===== src/rtl/core/assert_macros.svh =====
// assertion helpers, clocked, with and without a reset qualifier
`ifndef ASSERT_MACROS_SVH
`define ASSERT_MACROS_SVH

`ifndef SYNTH
`define TCC_ASSERT(lbl, clk, rstn, prop) \
  lbl: assert property (@(posedge clk) disable iff (!(rstn)) (prop)) \
    else $error("assertion failed");
`define TCC_ASSERT_NR(lbl, clk, prop) \
  lbl: assert property (@(posedge clk) (prop)) else $error("assertion failed");
`else
`define TCC_ASSERT(lbl, clk, rstn, prop)
`define TCC_ASSERT_NR(lbl, clk, prop)
`endif

`endif


===== src/rtl/core/tccur_pkg.sv =====
package tccur_pkg;

  localparam int TEXT_COLS = 128;
  localparam int TEXT_ROWS = 64;

  localparam int ROW_W = 6;
  localparam int COL_W = 7;

  localparam logic [7:0]       COLS_8  = 8'(TEXT_COLS);
  localparam logic [6:0]       ROWS_7  = 7'(TEXT_ROWS);
  localparam logic [ROW_W-1:0] ROW_MAX = ROW_W'(TEXT_ROWS - 1);
  localparam logic [ROW_W-1:0] ROW_HOME = ROW_W'(1);

  localparam logic [2:0] OP_GLYPH  = 3'd0;
  localparam logic [2:0] OP_ERASE  = 3'd1;
  localparam logic [2:0] OP_DRAW   = 3'd2;
  localparam logic [2:0] OP_SCROLL = 3'd3;
  localparam logic [2:0] OP_CLEAR  = 3'd4;

  localparam logic [2:0] CLS_NONE  = 3'd0;
  localparam logic [2:0] CLS_GLYPH = 3'd1;
  localparam logic [2:0] CLS_BS    = 3'd2;
  localparam logic [2:0] CLS_TAB   = 3'd3;
  localparam logic [2:0] CLS_NL    = 3'd4;
  localparam logic [2:0] CLS_FF    = 3'd5;
  localparam logic [2:0] CLS_CR    = 3'd6;

  localparam logic [7:0] CH_BS    = 8'd8;
  localparam logic [7:0] CH_TAB   = 8'd9;
  localparam logic [7:0] CH_NL    = 8'd10;
  localparam logic [7:0] CH_FF    = 8'd12;
  localparam logic [7:0] CH_CR    = 8'd13;
  localparam logic [7:0] CH_SPACE = 8'd32;
  localparam logic [7:0] CH_DEL   = 8'd127;

  localparam int CQ_DEPTH = 4;
  localparam int CQ_AW    = 2;
  localparam int RQ_DEPTH = 2;
  localparam int RQ_AW    = 1;

  typedef struct packed {
    logic [2:0] cls;
    logic [6:0] chr;
  } cmd_t;

  typedef struct packed {
    logic [2:0]       op;
    logic [6:0]       glyph_code;
    logic [ROW_W-1:0] text_row;
    logic [COL_W-1:0] text_col;
    logic             last;
  } res_t;

endpackage


===== src/rtl/core/tccur_front.sv =====
module tccur_front
  import tccur_pkg::*;
(
  input  logic       clk,
  input  logic       rst_n,
  input  logic       push,
  input  logic [7:0] byte_in,
  output logic       full,
  output logic       q_valid,
  output cmd_t       q_data,
  input  logic       q_pop
);

  cmd_t                cmd;
  cmd_t                q_mem_r [CQ_DEPTH];
  logic [CQ_AW-1:0]    wp_r, wp_nxt, rp_r, rp_nxt;
  logic [CQ_AW:0]      cnt_r, cnt_nxt;
  logic                wr, rd;

  // classify the byte
  always_comb begin
    cmd.chr = byte_in[6:0];
    cmd.cls = CLS_NONE;
    if (byte_in >= CH_SPACE && byte_in < CH_DEL) begin
      cmd.cls = CLS_GLYPH;
    end else begin
      unique case (byte_in)
        CH_BS:   cmd.cls = CLS_BS;
        CH_TAB:  cmd.cls = CLS_TAB;
        CH_NL:   cmd.cls = CLS_NL;
        CH_FF:   cmd.cls = CLS_FF;
        CH_CR:   cmd.cls = CLS_CR;
        default: cmd.cls = CLS_NONE;
      endcase
    end
  end

  assign full    = (cnt_r == (CQ_AW+1)'(CQ_DEPTH));
  assign q_valid = (cnt_r != '0);
  assign q_data  = q_mem_r[rp_r];

  // ignored bytes are taken but never queued
  assign wr = push && !full && (cmd.cls != CLS_NONE);
  assign rd = q_pop && q_valid;

  always_comb begin
    wp_nxt  = wr ? wp_r + 1'b1 : wp_r;
    rp_nxt  = rd ? rp_r + 1'b1 : rp_r;
    cnt_nxt = cnt_r + (CQ_AW+1)'(wr) - (CQ_AW+1)'(rd);
  end

  always_ff @(posedge clk) begin
    if (!rst_n) begin
      wp_r  <= '0;
      rp_r  <= '0;
      cnt_r <= '0;
    end else begin
      wp_r  <= wp_nxt;
      rp_r  <= rp_nxt;
      cnt_r <= cnt_nxt;
    end
  end

  always_ff @(posedge clk) begin
    if (wr) begin
      q_mem_r[wp_r] <= cmd;
    end
  end

endmodule


===== src/rtl/core/tccur_back.sv =====
module tccur_back
  import tccur_pkg::*;
(
  input  logic clk,
  input  logic rst_n,
  input  logic q_valid,
  input  cmd_t q_data,
  output logic q_pop,
  output logic empty,
  output res_t res,
  input  logic pop
);

  logic [ROW_W-1:0] row_r, row_nxt;
  logic [COL_W-1:0] col_r, col_nxt;
  res_t             plan_r [4];
  logic [2:0]       cnt_r, cnt_nxt, idx_r, idx_nxt;

  res_t             plan [4];
  logic [2:0]       n;
  logic             has_pre, do_move, scroll;
  res_t             pre;
  logic [6:0]       trow;
  logic [COL_W-1:0] tcol;
  logic [ROW_W-1:0] nrow;
  logic [7:0]       col_inc, tab_next;
  logic [6:0]       row_inc;

  logic             active, emit, last_emit, load;

  res_t             rf_mem_r [RQ_DEPTH];
  logic [RQ_AW-1:0] rwp_r, rrp_r;
  logic [RQ_AW:0]   rcnt_r;
  logic             rf_full, rf_pop;

  // work out the target of this command from the current cursor
  always_comb begin
    col_inc  = {1'b0, col_r} + 8'd1;
    row_inc  = {1'b0, row_r} + 7'd1;
    tab_next = {1'b0, col_r[6:3], 3'b000} + 8'd8;
    has_pre  = 1'b0;
    do_move  = 1'b1;
    pre      = '0;
    trow     = {1'b0, row_r};
    tcol     = '0;
    unique case (q_data.cls)
      CLS_GLYPH: begin
        has_pre        = 1'b1;
        pre.op         = OP_GLYPH;
        pre.glyph_code = q_data.chr;
        pre.text_row   = row_r;
        pre.text_col   = col_r;
        if (col_inc < COLS_8) begin
          tcol = col_inc[6:0];
        end else begin
          trow = row_inc;
        end
      end
      CLS_BS: begin
        do_move = (col_r != '0);
        tcol    = col_r - 7'd1;
      end
      CLS_TAB: begin
        if (tab_next >= COLS_8) begin
          trow = row_inc;
        end else begin
          tcol = tab_next[6:0];
        end
      end
      CLS_NL: begin
        trow = row_inc;
      end
      CLS_FF: begin
        has_pre = 1'b1;
        pre.op  = OP_CLEAR;
        trow    = {1'b0, ROW_HOME};
      end
      CLS_CR: begin
        trow = {1'b0, row_r};
      end
      default: begin
        do_move = 1'b0;
      end
    endcase
    scroll = (trow >= ROWS_7);
    nrow   = scroll ? ROW_MAX : trow[5:0];
  end

  // lay out the ordered result list
  always_comb begin
    for (int i = 0; i < 4; i++) begin
      plan[i] = '0;
    end
    n = '0;
    if (has_pre) begin
      plan[n[1:0]] = pre;
      n = n + 3'd1;
    end
    if (do_move) begin
      plan[n[1:0]].op       = OP_ERASE;
      plan[n[1:0]].text_row = row_r;
      plan[n[1:0]].text_col = col_r;
      n = n + 3'd1;
      if (scroll) begin
        plan[n[1:0]].op = OP_SCROLL;
        n = n + 3'd1;
      end
      plan[n[1:0]].op       = OP_DRAW;
      plan[n[1:0]].text_row = nrow;
      plan[n[1:0]].text_col = tcol;
      n = n + 3'd1;
    end
    for (int i = 0; i < 4; i++) begin
      plan[i].last = (3'(i + 1) == n);
    end
  end

  assign active    = (idx_r != cnt_r);
  assign rf_full   = (rcnt_r == (RQ_AW+1)'(RQ_DEPTH));
  assign emit      = active && !rf_full;
  assign last_emit = emit && ((idx_r + 3'd1) == cnt_r);
  assign load      = q_valid && (!active || last_emit);
  assign q_pop     = load;

  always_comb begin
    row_nxt = row_r;
    col_nxt = col_r;
    cnt_nxt = cnt_r;
    idx_nxt = idx_r;
    if (load) begin
      cnt_nxt = n;
      idx_nxt = '0;
      if (do_move) begin
        row_nxt = nrow;
        col_nxt = tcol;
      end
    end else if (emit) begin
      idx_nxt = idx_r + 3'd1;
    end
  end

  always_ff @(posedge clk) begin
    if (!rst_n) begin
      row_r <= ROW_HOME;
      col_r <= '0;
      cnt_r <= '0;
      idx_r <= '0;
    end else begin
      row_r <= row_nxt;
      col_r <= col_nxt;
      cnt_r <= cnt_nxt;
      idx_r <= idx_nxt;
    end
  end

  always_ff @(posedge clk) begin
    if (load) begin
      for (int i = 0; i < 4; i++) begin
        plan_r[i] <= plan[i];
      end
    end
  end

  // result queue toward the consumer
  assign empty  = (rcnt_r == '0);
  assign res    = rf_mem_r[rrp_r];
  assign rf_pop = pop && !empty;

  always_ff @(posedge clk) begin
    if (!rst_n) begin
      rwp_r  <= '0;
      rrp_r  <= '0;
      rcnt_r <= '0;
    end else begin
      rwp_r  <= emit ? rwp_r + 1'b1 : rwp_r;
      rrp_r  <= rf_pop ? rrp_r + 1'b1 : rrp_r;
      rcnt_r <= rcnt_r + (RQ_AW+1)'(emit) - (RQ_AW+1)'(rf_pop);
    end
  end

  always_ff @(posedge clk) begin
    if (emit) begin
      rf_mem_r[rwp_r] <= plan_r[idx_r[1:0]];
    end
  end

endmodule


===== src/rtl/core/text_console_cursor_engine_top.sv =====
// channel   | ports                               | accepted when
// input     | in_push, in_full, in_byte_in        | in_push && !in_full
// result    | out_pop, out_empty, out_op .. last  | out_pop && !out_empty
//
// a byte gives 0 to 4 results, which the result sequencer hands on one result
// per cycle while the result queue has room; the front takes a byte every cycle
// while its four-entry command queue has room. reset puts the cursor at
// row 1, column 0 and empties both queues. a stalled result side fills the
// two-entry result queue, then the command queue, then raises in_full.
`include "assert_macros.svh"

module text_console_cursor_engine_top
  import tccur_pkg::*;
(
  input  logic             clk,
  input  logic             rst_n,
  input  logic             in_push,
  output logic             in_full,
  input  logic [7:0]       in_byte_in,
  output logic             out_empty,
  input  logic             out_pop,
  output logic [2:0]       out_op,
  output logic [6:0]       out_glyph_code,
  output logic [ROW_W-1:0] out_text_row,
  output logic [COL_W-1:0] out_text_col,
  output logic             out_last
);

  logic q_valid, q_pop;
  cmd_t q_data;
  res_t res;

  tccur_front u_front (
    .clk     (clk),
    .rst_n   (rst_n),
    .push    (in_push),
    .byte_in (in_byte_in),
    .full    (in_full),
    .q_valid (q_valid),
    .q_data  (q_data),
    .q_pop   (q_pop)
  );

  tccur_back u_back (
    .clk     (clk),
    .rst_n   (rst_n),
    .q_valid (q_valid),
    .q_data  (q_data),
    .q_pop   (q_pop),
    .empty   (out_empty),
    .res     (res),
    .pop     (out_pop)
  );

  assign out_op         = res.op;
  assign out_glyph_code = res.glyph_code;
  assign out_text_row   = res.text_row;
  assign out_text_col   = res.text_col;
  assign out_last       = res.last;

  `TCC_ASSERT(a_prefix_not_last, clk, rst_n, (!out_empty && (out_op == OP_GLYPH || out_op == OP_CLEAR || out_op == OP_ERASE || out_op == OP_SCROLL)) |-> !out_last)
  `TCC_ASSERT(a_draw_is_last, clk, rst_n, (!out_empty && out_op == OP_DRAW) |-> out_last)
  `TCC_ASSERT(a_scroll_zero, clk, rst_n, (!out_empty && (out_op == OP_SCROLL || out_op == OP_CLEAR)) |-> (out_text_row == '0 && out_text_col == '0 && out_glyph_code == '0))
  `TCC_ASSERT(a_no_pop_empty_q, clk, rst_n, q_pop |-> q_valid)

endmodule


===== config.mk =====
export PLATFORM = sky130hd
export DESIGN_NAME = text_console_cursor_engine_top
export DESIGN_NICKNAME = d
export VERILOG_FILES = /design/src/rtl/core/tccur_pkg.sv /design/src/rtl/core/tccur_front.sv /design/src/rtl/core/tccur_back.sv /design/src/rtl/core/text_console_cursor_engine_top.sv
export VERILOG_INCLUDE_DIRS = /design/src /design/src/rtl/core
export SDC_FILE = /design/constraint.sdc
export NUM_CORES = 1
export LEC_CHECK = 0
export BUFFER_PORTS_ARGS = -buffer_cell sky130_fd_sc_hd__buf_2
export CAP_MARGIN = 20
export CORE_MARGIN = 4
export CORE_UTILIZATION = 55
export CTS_CLUSTER_SIZE = 12
export DETAILED_ROUTE_END_ITERATION = 7
export PLACE_DENSITY = 0.75
export REMOVE_ABC_BUFFERS = 1
export SYNTH_ARGS = -nofsm -noshare
export SYNTH_HDL_FRONTEND = slang
export SYNTH_SLANG_ARGS = --single-unit

===== constraint.sdc =====
create_clock -name clk -period 4.2 [get_ports clk]
set_input_delay 0.21 -clock clk [delete_from_list [all_inputs] [get_ports clk]]
set_output_delay 0.21 -clock clk [all_outputs]
set_load 0.01 [all_outputs]

== Word-level counts from Yosys, hierarchy flattened ==
Memories as Yosys holds them, arrays and structs flattened. A register that Yosys moved wholly into a read port is not among the register bits.
Cells that the tools add are included.

* Flip-flop bits (word level): 30
* Memory bits (writable): 184
* Bits of input ports: 12
* Output and inout bits: 26
* Word-level logic and storage cells: 141
* Memories: 3

{| class="wikitable"
|+ Memory list
! name !! words !! bits a word !! read ports !! clocked after Yosys merged registers in !! write ports !! RTL line !! RTL
|-
| u_back.plan_r || 4 || 24 || 1 || 1 || 4 || tccur_back.sv:16 || <nowiki>res_t plan_r [4];</nowiki>
|-
| u_back.rf_mem_r || 2 || 24 || 1 || 1 || 1 || tccur_back.sv:31 || <nowiki>res_t rf_mem_r [RQ_DEPTH];</nowiki>
|-
| u_front.q_mem_r || 4 || 10 || 1 || 1 || 1 || tccur_front.sv:15 || <nowiki>cmd_t q_mem_r [CQ_DEPTH];</nowiki>
|}

* $add $sub $neg: 16
* Order comparisons: 11
* Equal/unequal tests: 19
* Muxes and demuxes: 54
* Bitwise operators: 4
* Reduce and logical (&&, ||, !) cells: 24

{| class="wikitable"
|+ Operators with widths
! operator !! count
|-
| bitwise mux 96 bit || 7
|-
| demux 24 bit (select 2 bit) || 7
|-
| two-way mux 96 bit || 3
|-
| two-way mux 24 bit || 4
|-
| == test 8 x 4 -> 1 bit (second input constant) || 5
|-
| two-way mux 14 bit || 2
|-
| two-way mux 7 bit || 4
|-
| one-hot mux 7 bit (4 select lines) || 1
|-
| one-hot mux 7 bit (3 select lines) || 1
|-
| two-way mux 20 bit || 1
|-
| two-way mux 8 bit || 2
|-
| two-way mux 3 bit || 5
|-
| one-hot mux 3 bit (5 select lines) || 1
|-
| == test 3 bit (second input constant) || 4
|-
| logical AND 1 bit || 11
|-
| two-way mux 1 bit || 10
|-
| adder 3 x 1 -> 3 bit (second input constant) || 3
|-
| greater-or-equal comparator 3 bit (second input constant) || 3
|-
| less-than comparator 3 x 1 -> 1 bit (second input constant) || 3
|-
| adder 7 x 1 -> 8 bit (second input constant) || 1
|-
| adder 7 x 4 -> 8 bit (second input constant) || 1
|-
| greater-or-equal comparator 8 x 6 -> 1 bit (second input constant) || 1
|-
| greater-or-equal comparator 8 bit (second input constant) || 1
|-
| less-than comparator 8 x 7 -> 1 bit (second input constant) || 1
|-
| other kinds (33) || 46
|}

== Depth between registers and ports, before layout ==
* Word-level depth: 19
* Mapped depth: 13
* Depth with buffers taken out: 12

== Hierarchy ==
A second synthesis with hierarchy kept.

* Cells, all modules: 667
* Area, all modules: 8882.3 um2

{| class="wikitable"
|+ By module, submodules not included
! module !! times used !! cells an instance !! area an instance (um2) !! seq. area each (um2)
|-
| tccur_back || 1 || 550 || 6845.3 || 4093.9
|-
| tccur_front || 1 || 117 || 2037.0 || 1381.3
|}

== Worst setup path before layout ==
No wires, ideal clock.

* Path kind: register -> register
* From: register u_back.idx_r[0]
* To: register u_front.cnt_r[2]
* Library setup time: 0.128 ns
* Data arrival time: 4.096 ns
* Required time: 4.072 ns
* Path slack: -0.024 ns
* Stages on the path, launching flop included: 14
* Buffers on the path: 1
* Clock period less this slack: 4.224 ns
* Cells stage by stage: dfxtp_1 ha_1 xor2_1 nor4_1 o32ai_1 clkbuf_1 inv_1 ha_1 inv_1 ha_1 fa_1 xnor2_1 xnor2_1 nor2_1

* Longest elaborated chain between the ends: 7
* Elaborated cells between the ends (all ways): 10
* Classes of those cells: add/sub: 2; eq/ne: 2; reduce/logical: 6

{| class="wikitable"
|+ RTL lines
! what !! RTL line !! RTL
|-
| from (decl) || tccur_back.sv:17 || <nowiki>logic [2:0] cnt_r, cnt_nxt, idx_r, idx_nxt;</nowiki>
|-
| from (signal assigned) || tccur_back.sv:152 || <nowiki>idx_r <= idx_nxt;</nowiki>
|-
| adder 3 x 1 -> 3 bit / inequality test 3 bit (equally long branches) || tccur_back.sv:121, tccur_back.sv:118 ||
|-
| == test 3 bit / logical AND 1 bit (equally long branches) || tccur_back.sv:121, tccur_back.sv:120 ||
|-
| logical AND 1 bit || tccur_back.sv:121 || <nowiki>assign last_emit = emit && ((idx_r + 3'd1) == cnt_r);</nowiki>
|-
| logical OR 1 bit (*) || tccur_back.sv:122 || <nowiki>assign load = q_valid && (!active || last_emit);</nowiki>
|-
| logical AND 1 bit (*) || tccur_back.sv:122 ||
|-
| net q_pop || text_console_cursor_engine_top.sv:29 || <nowiki>logic q_valid, q_pop;</nowiki>
|-
| logical AND 1 bit (*) || tccur_front.sv:44 || <nowiki>assign rd = q_pop && q_valid;</nowiki>
|-
| subtractor 3 x 1 -> 3 bit (*) || tccur_front.sv:49 || <nowiki>cnt_nxt = cnt_r + (CQ_AW+1)'(wr) - (CQ_AW+1)'(rd);</nowiki>
|-
| to (signal assigned) || tccur_front.sv:60 || <nowiki>cnt_r <= cnt_nxt;</nowiki>
|-
| to (decl) || tccur_front.sv:17 || <nowiki>logic [CQ_AW:0] cnt_r, cnt_nxt;</nowiki>
|}

Mark *: on every way through the listed nets, which the timed path passes. The rest lies on a longest branch.
A chain may end at the register's enable or synchronous reset.

==> flow_summary.json <==
{
  "status": "completed",
  "grt_util_all_layers_pct": 21.02,
  "rrSetupSlack_ns": 0.59,
  "power_density_nw_per_um2": 785.5,
  "grt_pass1_wl_um": 29330,
  "path_max_fanout": 10,
  "post_cts_buffers": 0,
  "via_per_inst": 5.776,
  "hold_ws_ns": 0.03991,
  "max_slew.worst_pin.slew_ns": 0.9522,
  "syn-cell-area_um2": 8994,
  "htreeDepth": 4,
  "async_reset_ff_share_pct": 0,
  "synth_top_cell_area_share_pct": 53.09,
  "combPwrFrac_pct": 36.7,
  "hold_start": "in_byte_in[3]",
  "cts-buffers-inserted": 17,
  "synth_common_cells": "edfxtp_1, nor2_1, nand2_1",
  "core_um2": 15940,
  "portBuffers": 37,
  "synthCells": 667,
  "switching_share_pct": 35.26,
  "hold_depth": 1,
  "max_freq_mhz": 277.4,
  "drc": 0,
  "final-instance-count-excl-fill": 929,
  "start_kind": "register",
  "grt_pass1_vias": 5415,
  "dp_hpwl_um": 12210,
  "rr_worst_depth": 11,
  "antenna_left": 0,
  "clock_skew_ns": 0.01315,
  "r2r_end": "u_back.plan_r[0][8]",
  "cts_tree": "done",
  "yosys_warnings": 0,
  "ys_types": 78,
  "synth-main-ff-cell": "edfxtp_1",
  "yosysSeqAreaShare_pct": 60.88,
  "wire_per_inst_um": 19.70,
  "relSlewSlack_pct": 36.52,
  "min_period_over_period_pct": 85.84,
  "clock_path_buffers": 2,
  "drtIter0Drc": 503,
  "die-area_um2": 18460,
  "initial_utilization_pct": 56.41,
  "cp.arrival_ns": 3.87,
  "rsz0062_at_grt": "false",
  "critPathKind": "reg2reg",
  "antenna_found_initial": 0,
  "layout.nets": 731,
  "setup_violations": 0,
  "clkPwrFrac_pct": 20.7,
  "seqPwrFrac_pct": 42.5,
  "syn2layout_area_growth_pct": 10.87,
  "grt_busiest_layer": "met2",
  "power_switching_mw": 2.762,
  "n_antenna_cell": 0,
  "cts_resized": 0,
  "cts.sinks": 194,
  "hold_path_class": "in2reg",
  "synth_top_cell_by_area": "edfxtp_1",
  "gr-usage-met3_pct": 3.812,
  "avgSynthCellArea_um2": 13.48,
  "yosysMostFrequentCell": "edfxtp_1",
  "worstSkewPairLatency_ns": 0.43,
  "die_w_um": 135.9,
  "period_needed_ns": 3.605,
  "hold_viol_final": 0,
  "maxCapViolCount": 0,
  "path_clk_slew_ns": 0.07,
  "ir_worst_vdd_mv": 0.6502,
  "worst_setup_path_end_kind": "register",
  "synth_edf_count": 159,
  "gr-total-overflow": 0,
  "p_int_mw": 5.070,
  "gr-usage-met1_pct": 27.97,
  "drive_above_1_share_pct": 22.02,
  "hold-path-endpoint": "u_front.q_mem_r[1][3]",
  "synth-seq-cells": 194,
  "vias": 5366,
  "reg2reg_from": "u_back.col_r[3]",
  "grt_max_degree": 72,
  "ys_top_cells_by_area": "edfxtp_1, dfxtp_1, mux4_2",
  "drv_slew": 0,
  "std_cell_rows": 46,
  "cts-root-buf": "clkbuf_16",
  "io_pins": 38,
  "die_h_um": 135.9,
  "finalWirelength_um": 18300,
  "use_met2_pct": 34.90,
  "ctsHoldBuffers": 0,
  "placed_cells": 898,
  "dr.pass1.iters": 5,
  "gp_congestion": 0.9090,
  "crit_required_ns": 4.47,
  "leakagePower_nw": 3.477
}
-- kinds of logic after synthesis --
| family | share of synthesized area [%] |
|---|---|
| simple gates | 11.96 |
| flops | 60.88 |
| compound gates | 8.695 |
| buf+inv | 3.186 |
| mux | 10.48 |
| xor+xnor | 2.212 |
| fa+ha+maj | 2.588 |
-- cell usage in the layout, fill, tap and decap left out, types with 5 or more instances in the layout --
cell type / netlist / routed
nor3_1: 8 / 8
xnor2_1: 15 / 15
edfxtp_1: 159 / 159
mux2i_1: 6 / 6
inv_1: 26 / 25
nand3_1: 13 / 13
mux2_2: 25 / 25
xor2_1: 5 / 5
a31oi_1: 5 / 5
clkbuf_16: 0 / 17
a21oi_1: 29 / 29
nand2b_1: 13 / 13
buf_2: 6 / 37
nor2b_1: 13 / 13
mux4_2: 22 / 22
nand2_1: 40 / 40
ha_1: 17 / 17
and3_1: 9 / 9
a22oi_1: 8 / 8
o21ai_0: 17 / 17
buf_4: 2 / 15
dfxtp_1: 35 / 35
nor2_1: 61 / 60
and2_1: 22 / 22
-- worst max-delay path by stage --
stage               slack (ns)            start  cells past startpoint                   end
floorplan                -0.17  u_back.idx_r[0]                     12      u_front.cnt_r[2]
global placement          0.86         register                     10  u_back.plan_r[0][11]
detailed placement        0.60  u_back.col_r[3]                     11   u_back.plan_r[0][8]
CTS                       0.58  u_back.col_r[3]                     11   u_back.plan_r[0][8]
global route              0.33  u_back.col_r[3]                     11   u_back.plan_r[0][8]
finish                    0.59  u_back.col_r[3]                     11   u_back.plan_r[0][8]
-- per-stage QoR --
stage	utilization [%]	worst slack, ns	instance area, µm²	power [mW]	setup TNS [ns]
detailed placement	58.86	0.6011	9384	6.259	0
global route	62.54	0.3298	9971	8.295	0
CTS	62.54	0.5801	9971	7.883	0
floorplan	-	-0.1743	8808	5.304	-0.1794
finish	62.54	0.5948	9971	7.832	0
global placement	58.86	0.8640	9384	6.113	0
-- registers in the layout, summed over array words and instances, names as in the netlist, named ones only --
signal / flops
u_back.rrp_r: 1
u_front.wp_r: 2
u_front.cnt_r: 3
u_back.idx_r: 3
u_front.rp_r: 2
u_back.plan_r: 71
u_front.q_mem_r: 40
u_back.col_r: 7
u_back.rcnt_r: 2
u_back.cnt_r: 3
u_back.rf_mem_r: 48
u_back.row_r: 6
u_back.rwp_r: 1
-- power groups by stage --
stage	clock network [mW]	registers (mW)	logic [mW]
global placement	0	3.33	2.78
finish	1.62	3.33	2.88
global route	1.73	3.39	3.17
detailed placement	0	3.37	2.88
CTS	1.64	3.34	2.90
floorplan	0	3.35	1.95
-- final cells by class --
| class | count | area, µm² |
|---|---|---|
| Fill cell | 1222 | 5972 |
| Inverter | 27 | 101.3 |
| Sequential cell | 194 | 5475 |
| Tap cell | 216 | 270.3 |
| Clock inverter | 13 | 147.6 |
| Clock buffer | 18 | 439.2 |
| Multi-Input combinational cell | 409 | 3239 |
| Timing Repair Buffer | 52 | 297.8 |
-- metal layers --
layer / vias up / share of wire, %
met1: 2627 / 43
met5: - / 0
met2: 161 / 50
li1: 2555 / -
met4: 0 / 1.9
met3: 23 / 5.0
-- worst max-delay path, cell delays in order, from the launching register on --
cell	delay (ns)
dfxtp_1	0.54
ha_1	0.29
and3_1	0.36
o211ai_2	0.22
o22ai_2	0.39
and2_1	0.28
ha_1	0.31
inv_1	0.11
a211oi_2	0.35
nand2_2	0.16
or2_0	0.24
a31oi_1	0.19
(Power assumes the default switching activity.)
